<file path="src/rtl/sem_pkg.sv">
// ----------------------------------------------------------------------------
// sem_pkg
// Shared constants, types and register codes of the Sobel edge magnitude block.
// ----------------------------------------------------------------------------
`default_nettype none

package sem_pkg;

  localparam int MAX_WIDTH  = 2048;
  localparam int MAX_HEIGHT = 4096;

  localparam int PIX_W    = 8;
  localparam int LINE_W   = 2 * PIX_W;               // {older row, newer row}
  localparam int ADDR_W   = $clog2(MAX_WIDTH);
  localparam int COL_W    = ADDR_W;
  localparam int WIDTH_W  = 12;
  localparam int HEIGHT_W = 13;
  localparam int ROW_W    = $clog2(MAX_HEIGHT + 2);
  localparam int SUM_W    = PIX_W + 2;               // 1,2,1 weighted sum
  localparam int SQ_W     = 2 * PIX_W;
  localparam int SQRT_STEPS = PIX_W;

  localparam int CFG_IDX_W  = 4;
  localparam int CFG_DATA_W = 16;

  localparam logic [CFG_IDX_W-1:0] REG_FRAME_WIDTH  = CFG_IDX_W'(0);
  localparam logic [CFG_IDX_W-1:0] REG_FRAME_HEIGHT = CFG_IDX_W'(1);

  localparam logic [WIDTH_W-1:0]  WIDTH_RESET  = WIDTH_W'(640);
  localparam logic [HEIGHT_W-1:0] HEIGHT_RESET = HEIGHT_W'(480);
  localparam logic [WIDTH_W-1:0]  WIDTH_MIN    = WIDTH_W'(3);
  localparam logic [WIDTH_W-1:0]  WIDTH_MAX    = WIDTH_W'(MAX_WIDTH);
  localparam logic [HEIGHT_W-1:0] HEIGHT_MIN   = HEIGHT_W'(3);
  localparam logic [HEIGHT_W-1:0] HEIGHT_MAX   = HEIGHT_W'(MAX_HEIGHT);

  localparam logic [PIX_W-1:0] PIX_MAX   = {PIX_W{1'b1}};
  localparam logic [SQ_W-1:0]  SQ_MAX    = {SQ_W{1'b1}};
  localparam logic [PIX_W-1:0] ROOT_TOP  = PIX_W'(8'h80);

  // window control decoded at accept time
  typedef struct packed {
    logic emit;
    logic last;
    logic top0;   // top row outside the frame
    logic bot0;   // bottom row outside the frame
    logic zl;     // left column outside the frame
    logic zr;     // right column outside the frame
  } win_ctl_t;

  typedef struct packed {
    logic             valid;
    logic             last;
    logic [PIX_W-1:0] gh;
    logic [PIX_W-1:0] gv;
  } grad_t;

  typedef struct packed {
    logic            valid;
    logic            last;
    logic [SQ_W-1:0] sum;
  } sq_t;

endpackage

`default_nettype wire

</file>
<file path="src/rtl/sem_square.sv">
// ----------------------------------------------------------------------------
// sem_square
// Squares both gradients, then adds them with saturation at full scale.
// ----------------------------------------------------------------------------
`default_nettype none

module sem_square (
  input  wire logic           clk,
  input  wire logic           rst_n,
  input  wire logic           en,
  input  wire sem_pkg::grad_t grad_i,
  output sem_pkg::sq_t        sq_o
);

  logic                     p_valid_r;
  logic                     p_last_r;
  logic [sem_pkg::SQ_W-1:0] sqh_r;
  logic [sem_pkg::SQ_W-1:0] sqv_r;
  logic [sem_pkg::SQ_W:0]   sum_nxt;
  sem_pkg::sq_t             sq_r;

  assign sum_nxt = {1'b0, sqh_r} + {1'b0, sqv_r};

  always_ff @(posedge clk) begin
    if (!rst_n) begin
      p_valid_r <= 1'b0;
      sq_r.valid <= 1'b0;
    end else if (en) begin
      p_valid_r  <= grad_i.valid;
      sq_r.valid <= p_valid_r;
    end
  end

  always_ff @(posedge clk) begin
    if (en) begin
      p_last_r <= grad_i.last;
      sqh_r    <= {{sem_pkg::PIX_W{1'b0}}, grad_i.gh} * {{sem_pkg::PIX_W{1'b0}}, grad_i.gh};
      sqv_r    <= {{sem_pkg::PIX_W{1'b0}}, grad_i.gv} * {{sem_pkg::PIX_W{1'b0}}, grad_i.gv};
      sq_r.last <= p_last_r;
      sq_r.sum  <= sum_nxt[sem_pkg::SQ_W] ? sem_pkg::SQ_MAX : sum_nxt[sem_pkg::SQ_W-1:0];
    end
  end

  assign sq_o = sq_r;

endmodule

`default_nettype wire

</file>
<file path="config.mk">
export PLATFORM = sky130hd
export DESIGN_NAME = sem_square
export DESIGN_NICKNAME = d
export VERILOG_FILES = /design/src/rtl/sem_pkg.sv /design/src/rtl/sem_square.sv
export SDC_FILE = /design/constraint.sdc
export NUM_CORES = 1
export LEC_CHECK = 0
export ABC_AREA = 0
export BUFFER_PORTS_ARGS = -buffer_cell sky130_fd_sc_hd__buf_4
export CORE_UTILIZATION = 65
export CTS_CLUSTER_DIAMETER = 50
export DETAILED_ROUTE_END_ITERATION = 10
export MAX_ROUTING_LAYER = met4
export PLACE_DENSITY = 0.85
export RECOVER_POWER = 50
export SYNTH_ARGS = -nofsm -noshare
export SYNTH_HDL_FRONTEND = slang
export SYNTH_SLANG_ARGS = --single-unit
</file>
<file path="constraint.sdc">
create_clock -name clk -period 9.85 [get_ports clk]
set_input_delay 1.4775 -clock clk [delete_from_list [all_inputs] [get_ports clk]]
set_output_delay 1.4775 -clock clk [all_outputs]
set_load 0.02 [all_outputs]
</file>
==> out/results.txt <==
outcome: finished, violations left
CTS sink count: 50
Max Slew Vio Count: 51
kind of start point of the critical path: input pin
Comb pwr share: 64.1%
Max-Cap Viols: 1
Overall Global Routing Usage: 25.1%
Iter 0 DRT Violations: 172
core area: 0.00818 mm²
register clock-pin slew on the reported worst setup and hold paths: 0.09 ns
Synth area leader: edfxtp_1
Clock Latency Late Sink: 0.31 ns
slowest CP cell: fa_1
net count after synthesis: 681
Die X: 93.6 µm
Reg2Reg Capture Point: sq_o[9]
clock skew: 0.00773 ns
number of port buffers: 38
Net Sw Frac: 42.9%
initial antenna violation count: 0
grt total ovfl: 0
Clock Tree Buf Depth: 2
clock share of power: 9.8%
CP endpoint kind: flip-flop
post-synthesis cell count: 535
# rows: 33
Area contributors post-synth: edfxtp_1 26%, fa_1 18%, ha_1 17%, inv_1 6.5%, and2_1 4.8%
remaining antenna violation count: 0
WL/cell: 14.4 µm
asr flop ratio synth: 0%
unrepaired setup endpoints after global routing: false
Psw: 0.638 mW
final wirelength: 9760 µm
gpl congestion: 0.813
number of vias per cell: 5.53
R2R Path Start: sqh_r[3]
Slew headroom: -81.5%
Antenna Cells: 0
worst-path maximum fanout: 8
Post-DP HPWL: 8080 µm
vias in the first global route: 3804
post_cts resized: 0
H-tree depth: 2
Critical Path RT: 9.91 ns
Synth-to-Final Area Change: 8.83%
Fmax: 190 MHz
power per standard cell area: 250 mW/mm²
Most common cell on crit path: fa_1
largest net degree at the start of global routing: 51
TritonCTS Buffers: 5
clk root buf: clkbuf_8
# hold bufs at CTS: 0
Least-Margin Pin Slew: 2.72 ns
IO Pins: 39
Final Power: 1.49 mW
Setup CP Type: input pin to flip-flop
worst setup path endpoint: sqv_r[13]
share of cells above drive strength 1: 10.3%
Reg power frac: 26.1%
crit-path cells: buf_4 -> inv_1 -> nor2_1 -> fa_1 -> fa_1 -> fa_1 -> inv_1 -> fa_1 -> inv_1 -> ha_1 -> or2_2 -> a21o_1 -> a31o_2 -> a21oi_1 -> xnor2_1
Yosys warnings: 0
Seq/Total Area, Yosys: 27.2%
number of flops mapped to enable cells by yosys: 48
most common cell in the netlist: inv_1
mapped cell area: 0.00545 mm²
Starting Density: 66.7%
Synth cell types: 50
worst hold path class: flip-flop to flip-flop
Hold Violations, Final: 0
global-route wire length before repair: 16800 µm
post-synth top area share: 26.4%
failing checks: max-capacitance violations, max-slew violations
Hold Path Depth: 0
Final nets: 719
worst r2r path cells: 7
Layout fillers: 571
Register Area: 0.00148 mm²
post-CTS setup buffer count: 0
# setup viols final: 0
routed via count: 3757
Reg2Reg Setup Slack: 7.26 ns
Synth Register Bits: 50
Die H: 93.6 µm
Worst Setup SP: grad_i[5]
CTS tree: built
top cells by count, synth: 95 x inv_1, 75 x ha_1, 50 x fa_1
Syn Area/Cell: 10.2 µm²
Period minus WS final: 5.26 ns
Residual DRC: 0
fin crit share: 53.4%
total negative slack: 0 ns
Post-synth top flop: edfxtp_1
Internal: 0.847 mW
Max VDD drop: 0.138 mV
area of the multi-input gates: 0.00358 mm²
Pleak: 2.84 nW
die area: 0.00876 mm²
Worst EP arrival: 5.32 ns
DR pass1 iterations: 5
Worst path max stage delay: 0.52 ns
-- kinds of logic (layout without fill, tap and decap cells) --
| kind of cell | count (synthesis) | in the layout | share of synthesized area [%] |
|---|---|---|---|
| compound gates | 74 | 74 | 10.1 |
| xor+xnor | 35 | 35 | 5.62 |
| fa+ha+maj | 125 | 125 | 35.6 |
| buf+inv | 102 | 141 | 7.09 |
| flops | 50 | 50 | 27.2 |
| mux | 4 | 4 | 0.734 |
| simple gates | 145 | 145 | 13.7 |
-- flip-flops by register name, indices dropped and copies added, names as in the netlist --
signal     flops
sqh_r         15
p_last_r       1
p_valid_r      1
sqv_r         15
sq_o          18
-- routing by layer --
layer	wire length [µm]	track usage (%)	part of all wire [%]	vias to the layer above
met3	254	2.28	2.6	5
met2	5210	45.3	53	52
met4	57	3.85	0.58	0
met5	0	-	0	-
met1	4240	31.4	43	1850
li1	-	-	-	1850
-- power by group through the flow --
stage          Sequential, mW  Clock, mW  Combinational, mW
2_1_floorplan           0.417          0              0.701
3_3_place_gp            0.391          0              0.896
3_5_place_dp            0.393          0              0.949
4_1_cts                 0.389      0.146              0.959
5_1_grt                 0.395      0.153               1.08
6_report                0.388      0.145              0.952
-- cell usage in the layout (no fill, tap or decap), types with 2 or more instances in the layout --
master	n
inv_1	95
nand3_1	2
o211ai_1	2
nand4_1	3
o21ai_1	5
and4_1	2
and2_1	42
and3_1	2
o21a_1	2
xnor2_1	26
nor2b_1	10
nor2_1	27
edfxtp_1	48
clkinvlp_4	2
dfxtp_1	2
a21oi_1	11
nor3_1	12
or2_2	5
a21oi_2	2
mux2i_1	4
a21o_1	9
clkbuf_8	5
ha_1	75
nand2_1	32
nand2b_1	6
fa_1	50
a311oi_1	2
clkbuf_1	4
a221oi_1	2
xor2_1	9
o21ai_0	17
a31o_2	2
buf_4	33
o21bai_1	3
a211oi_1	2
-- through the flow --
| stage | hold slack (ns) | util, % | worst slack (ns) | area (µm²) | instances |
|---|---|---|---|---|---|
| 2_1_floorplan | 0.400 | - | 4.43 | 5450 | 535 |
| 5_1_grt | 0.470 | 72.6 | 4.38 | 5930 | 679 |
| 3_3_place_gp | 0.414 | 71.4 | 4.35 | 5840 | 671 |
| 4_1_cts | 0.470 | 72.8 | 4.59 | 5950 | 679 |
| 3_5_place_dp | 0.430 | 71.4 | 4.27 | 5840 | 671 |
| 6_report | 0.470 | 72.6 | 4.59 | 5930 | 679 |
-- cell type report --
| type | instances | area share (%) |
|---|---|---|
| well taps | 105 | 2.21 |
| inverters | 95 | 6.01 |
| clock inverters | 3 | 0.759 |
| multi-input cells | 383 | 60.3 |
| repair buffers | 38 | 4.55 |
| clock buffers | 5 | 1.16 |
| flip-flops and latches | 50 | 25.0 |
-- how the worst min path moves through the flow --
stage	from	end	slack [ns]
floorplan	p_last_r	sq_o[16]	0.40
global placement	p_last_r	sq_o[16]	0.41
detailed placement	p_last_r	sq_o[16]	0.43
CTS	p_last_r	sq_o[16]	0.47
global route	p_last_r	sq_o[16]	0.47
finish	p_last_r	sq_o[16]	0.47
-- worst max-delay path: cells and delay by family --
kind	cells	cell delay, ns
AOI/OAI and AO/OA	3	0.63
xor gates and xnor gates	1	0.08
adders and majority gates	5	2.28
buffers and inverters	4	0.31
and+or+nand+nor	2	0.54
Power figures use the tool's default switching activity.
