===== src/rtl/sem_pkg.sv =====
// ----------------------------------------------------------------------------
// sem_pkg
// Shared constants, types and register codes of the Sobel edge magnitude block.
// ----------------------------------------------------------------------------
`default_nettype none

package sem_pkg;

  localparam int MAX_WIDTH  = 2048;
  localparam int MAX_HEIGHT = 4096;

  localparam int PIX_W    = 8;
  localparam int LINE_W   = 2 * PIX_W;               // {older row, newer row}
  localparam int ADDR_W   = $clog2(MAX_WIDTH);
  localparam int COL_W    = ADDR_W;
  localparam int WIDTH_W  = 12;
  localparam int HEIGHT_W = 13;
  localparam int ROW_W    = $clog2(MAX_HEIGHT + 2);
  localparam int SUM_W    = PIX_W + 2;               // 1,2,1 weighted sum
  localparam int SQ_W     = 2 * PIX_W;
  localparam int SQRT_STEPS = PIX_W;

  localparam int CFG_IDX_W  = 4;
  localparam int CFG_DATA_W = 16;

  localparam logic [CFG_IDX_W-1:0] REG_FRAME_WIDTH  = CFG_IDX_W'(0);
  localparam logic [CFG_IDX_W-1:0] REG_FRAME_HEIGHT = CFG_IDX_W'(1);

  localparam logic [WIDTH_W-1:0]  WIDTH_RESET  = WIDTH_W'(640);
  localparam logic [HEIGHT_W-1:0] HEIGHT_RESET = HEIGHT_W'(480);
  localparam logic [WIDTH_W-1:0]  WIDTH_MIN    = WIDTH_W'(3);
  localparam logic [WIDTH_W-1:0]  WIDTH_MAX    = WIDTH_W'(MAX_WIDTH);
  localparam logic [HEIGHT_W-1:0] HEIGHT_MIN   = HEIGHT_W'(3);
  localparam logic [HEIGHT_W-1:0] HEIGHT_MAX   = HEIGHT_W'(MAX_HEIGHT);

  localparam logic [PIX_W-1:0] PIX_MAX   = {PIX_W{1'b1}};
  localparam logic [SQ_W-1:0]  SQ_MAX    = {SQ_W{1'b1}};
  localparam logic [PIX_W-1:0] ROOT_TOP  = PIX_W'(8'h80);

  // window control decoded at accept time
  typedef struct packed {
    logic emit;
    logic last;
    logic top0;   // top row outside the frame
    logic bot0;   // bottom row outside the frame
    logic zl;     // left column outside the frame
    logic zr;     // right column outside the frame
  } win_ctl_t;

  typedef struct packed {
    logic             valid;
    logic             last;
    logic [PIX_W-1:0] gh;
    logic [PIX_W-1:0] gv;
  } grad_t;

  typedef struct packed {
    logic            valid;
    logic            last;
    logic [SQ_W-1:0] sum;
  } sq_t;

endpackage

`default_nettype wire


===== src/rtl/sem_sqrt.sv =====
// ----------------------------------------------------------------------------
// sem_sqrt
// Pipelined floor square root, one result bit per stage, most significant
// first. The last stage doubles as the output register.
// ----------------------------------------------------------------------------
`default_nettype none

module sem_sqrt (
  input  wire logic                      clk,
  input  wire logic                      rst_n,
  input  wire logic                      en,
  input  wire sem_pkg::sq_t              sq_i,
  output logic                           valid_o,
  output logic                           last_o,
  output logic [sem_pkg::PIX_W-1:0]      root_o
);

  localparam int N = sem_pkg::SQRT_STEPS;

  logic                      vld_r  [0:N-1];
  logic                      last_r [0:N-1];
  logic [sem_pkg::PIX_W-1:0] res_r  [0:N-1];
  logic [sem_pkg::SQ_W-1:0]  v_r    [0:N-2];

  for (genvar k = 0; k < N; k++) begin : g_step
    logic                      vld_in;
    logic                      last_in;
    logic [sem_pkg::PIX_W-1:0] res_in;
    logic [sem_pkg::SQ_W-1:0]  v_in;
    logic [sem_pkg::PIX_W-1:0] trial;
    logic [sem_pkg::SQ_W-1:0]  trial_sq;

    if (k == 0) begin : g_first
      assign vld_in  = sq_i.valid;
      assign last_in = sq_i.last;
      assign res_in  = '0;
      assign v_in    = sq_i.sum;
    end else begin : g_next
      assign vld_in  = vld_r[k-1];
      assign last_in = last_r[k-1];
      assign res_in  = res_r[k-1];
      assign v_in    = v_r[k-1];
    end

    assign trial    = res_in | (sem_pkg::ROOT_TOP >> k);
    assign trial_sq = {{sem_pkg::PIX_W{1'b0}}, trial} * {{sem_pkg::PIX_W{1'b0}}, trial};

    always_ff @(posedge clk) begin
      if (!rst_n) begin
        vld_r[k] <= 1'b0;
      end else if (en) begin
        vld_r[k] <= vld_in;
      end
    end

    always_ff @(posedge clk) begin
      if (en) begin
        last_r[k] <= last_in;
        res_r[k]  <= (trial_sq <= v_in) ? trial : res_in;
      end
    end

    if (k < N - 1) begin : g_carry
      always_ff @(posedge clk) begin
        if (en) begin
          v_r[k] <= v_in;
        end
      end
    end
  end

  assign valid_o = vld_r[N-1];
  assign last_o  = last_r[N-1];
  assign root_o  = res_r[N-1];

endmodule

`default_nettype wire


===== config.mk =====
export PLATFORM = sky130hd
export DESIGN_NAME = sem_sqrt
export DESIGN_NICKNAME = d
export VERILOG_FILES = /design/src/rtl/sem_pkg.sv /design/src/rtl/sem_sqrt.sv
export SDC_FILE = /design/constraint.sdc
export NUM_CORES = 1
export LEC_CHECK = 0
export BUFFER_PORTS_ARGS = -buffer_cell sky130_fd_sc_hd__buf_2
export CAP_MARGIN = 10
export CORE_MARGIN = 10
export CORE_UTILIZATION = 25
export DETAILED_ROUTE_END_ITERATION = 12
export SETUP_SLACK_MARGIN = 0.05
export SYNTH_ARGS = -nofsm -noshare
export SYNTH_HDL_FRONTEND = slang
export SYNTH_SLANG_ARGS = --single-unit

===== constraint.sdc =====
create_clock -name clk -period 5.79 [get_ports clk]
set_clock_uncertainty 0.05 [all_clocks]
set_input_delay 0.8685 -clock clk [delete_from_list [all_inputs] [get_ports clk]]
set_output_delay 0.8685 -clock clk [all_outputs]
set_load 0.05 [all_outputs]

==> metrics.txt <==
outcome=complete, no violations; Crit. End Element=register; Syn Area/Cell=12.0 um2; clk_lat worst skew=0.43 ns; fin cells=1,560; port buffer count=30; arrival time at the worst endpoint=5.60 ns; Post-DP HPWL=14,500 um; Bufs on Longest Clock Path=2; fillers=4,458; sequential cell area=4910 um2; post-synthesis compound-gate area fraction=7.40%; initial antenna violation count=0; R2R setup slack=0.31 ns; clock sink count=164; Final nets=1,194; fraction of registers with async set/reset=0%; mux cell area share after synthesis=0.185%; n_diodes=0; global routing met3 resource utilization=1.58%; post-route clock period utilization=94.7%; layout cells sized above 1=9.44%; dominant synthesized flop cell=edfxtp_1; die width=228 um; worst path required time=5.91 ns; Worst Tran Pin Value=1.04 ns; WL per Instance=11.7 um; Fmax=0.182 GHz; total wire length=18,300 um; syn nets=1,130; TritonRoute pass-1 iters=4; HP Class=register to register; Seq/Total Area, Yosys=45.4%; Adder-Cell Fraction of Synth Area=28.0%; design area=12,400 um2; Global Route met2 Usage=12.1%; Yosys cell types=49; vias in the first global route=6,580; WHS=0.372 ns; Post-synth EDFFs=163; Tot GR Track Use=7.31%; via count=6,406; Setup TNS=0 ns; first-pass GRT wire length=31,500 um; Worst setup SP type=register; Setup Crit Path Kind=register to register; placed cell area=11,800 um2; worst hold endpoint=last_r[1][2]; total CTS buffers=17; Final setup viols=0; initial core utilization=25.2%; routability cong.=0.782; Layout area overhead=14.6%; hold path startpoint=last_r[1][1]; simple-gate area share of the yosys netlist=8.06%; Max-Cap Viols=0; DR vias/cell=4.11; Routed Antenna Nets=0; largest net degree at the start of global routing=120; multi-input logic area=5230 um2; Slew Limit Fails=0; Reg2Reg Capture Point=res_r[1][24]; global route total overflow=0; Final Hold Vio Count=0; RSZ-0062 raised after global routing=false; path depth of the worst reg2reg path=18; die area=52,000 um2; largest family of logic cells by synthesized area=adder cells; Gate Count Post-Synth=899; RR Startpoint=res_r[1][22]; Max-slew headroom=30.9%; Seq cells post-synth=164; XOR/XNOR share of the synthesized area=4.53%; CP max FO=10; # rows=76; gr busiest metal=met2; clock-pin slew on the worst setup and hold paths=0.07 ns; Hold Path Depth=0; DRC viols=0; placed cells=1,522; Syn Std Cell Area=10,800 um2; # IOs=31; CORE AREA=43,000 um2; Die H=228 um; met1 usage=9.06%; Synth warnings=0; Iter 0 DRT Violations=268; min Tclk post-route=5.48 ns; cts hold-fix bufs=0; H-tree lvl count=4; CTS tree=done; clk root buf=clkbuf_16
metrics by stage:
stage,utilization (%),setup WS (ns)
after global placement,27.4,0.349
after CTS,28.7,0.265
after global routing,28.9,0.0551
final,28.9,0.310
after floorplan,-,0.478
after detailed placement,27.4,0.293
what timing repair did:
item / CTS / global route
endpoints found under the setup margin: 0 / 3
setup buffers: 0 / 7
gates resized for setup: 0 / 2
endpoints found under the hold margin: 0 / 0
layout by cell type, fill, tap and decap left out, types with 4 or more instances in the layout:
cell,n
a21o_1,25
a21oi_1,42
and2_1,24
and3_1,11
and4_1,4
buf_2,29
buf_4,19
clkbuf_16,17
edfxtp_1,163
fa_1,54
ha_1,156
inv_1,180
nand2_1,40
nand2b_1,9
nand3_1,5
nand4_1,9
nor2_1,19
nor2b_1,10
nor3_1,4
nor4_1,7
o21a_1,6
o21ai_0,22
o21bai_1,6
or2_2,5
or4_1,4
xnor2_1,46
xor2_1,10
flip-flops by register name, indices dropped and copies added (netlist names):
signal	count
vld_r	8
res_r	36
last_r	8
v_r	112
area by class of cell:
cell class              instances  share of cell area, %
well taps                     585                   5.90
clock inverters                13                  0.999
flip-flops and latches        164                   39.6
repair buffers                 49                   2.41
multi-input cells             551                   42.1
inverters                     180                   5.45
clock buffers                  18                   3.46
cell families (layout without fill, tap and decap cells):
group           count (synthesis)  in the layout
flops                         164            164
fa+ha+maj                     210            210
buf+inv                       184            260
xor+xnor                       56             56
simple gates                  159            159
mux                             2              2
compound gates                124            124
synth_stat cells, types with 2 or more instances:
| cell | instances | area [um2] |
|---|---|---|
| a211oi_1 | 2 | 15.0 |
| a21o_1 | 25 | 188 |
| a21oi_1 | 42 | 210 |
| a31oi_1 | 2 | 12.5 |
| and2_1 | 24 | 150 |
| and3_1 | 11 | 68.8 |
| and4_1 | 4 | 35.0 |
| clkbuf_1 | 4 | 15.0 |
| edfxtp_1 | 163 | 4890 |
| fa_1 | 54 | 1080 |
| ha_1 | 156 | 1950 |
| inv_1 | 180 | 676 |
| mux2i_1 | 2 | 20.0 |
| nand2_1 | 40 | 150 |
| nand2b_1 | 9 | 56.3 |
| nand3_1 | 5 | 25.0 |
| nand4_1 | 9 | 56.3 |
| nor2_1 | 20 | 75.1 |
| nor2b_1 | 10 | 62.6 |
| nor3_1 | 4 | 20.0 |
| nor3b_1 | 2 | 15.0 |
| nor4_1 | 7 | 43.8 |
| o211ai_1 | 2 | 15.0 |
| o21a_1 | 6 | 45.0 |
| o21ai_0 | 22 | 110 |
| o21bai_1 | 6 | 45.0 |
| o22ai_1 | 2 | 12.5 |
| o31a_1 | 3 | 26.3 |
| o41ai_1 | 2 | 17.5 |
| or2_2 | 5 | 31.3 |
| or4_1 | 4 | 30.0 |
| xnor2_1 | 46 | 403 |
| xor2_1 | 10 | 87.6 |
how the worst max path moves through the flow:
stage / slack (ns) / cells after the start / start / to
after global routing: 0.06 / 18 / res_r[1][22] / res_r[1][24]
after detailed placement: 0.29 / 19 / res_r[1][14] / res_r[1][17]
after CTS: 0.26 / 19 / res_r[1][14] / res_r[1][17]
after floorplan: 0.48 / 18 / res_r[1][11] / res_r[1][17]
final: 0.31 / 18 / res_r[1][22] / res_r[1][24]
after global placement: 0.35 / 19 / res_r[1][15] / res_r[1][17]
layer usage:
metal,up-vias,part of all wire [%]
li1,3224,-
met1,3060,47
met2,99,48
met3,23,2.8
met4,0,1.9
met5,-,0
critical path, stage by stage (launching register included):
cell      delay (ns)
edfxtp_1        0.55
nand2_1         0.19
inv_1           0.07
fa_1            0.48
fa_1            0.56
inv_1           0.06
fa_1            0.50
fa_1            0.55
inv_1           0.04
ha_1            0.33
o21a_1          0.12
o31a_1          0.24
nor2_1          0.08
or4_1           0.49
ha_1            0.31
and3_1          0.20
nand4_1         0.13
a31oi_1         0.16
o22ai_1         0.09
Power is left out: the tool's default activity adds up to more than one toggle a clock period on the data nets, which glitch-free logic cannot reach.
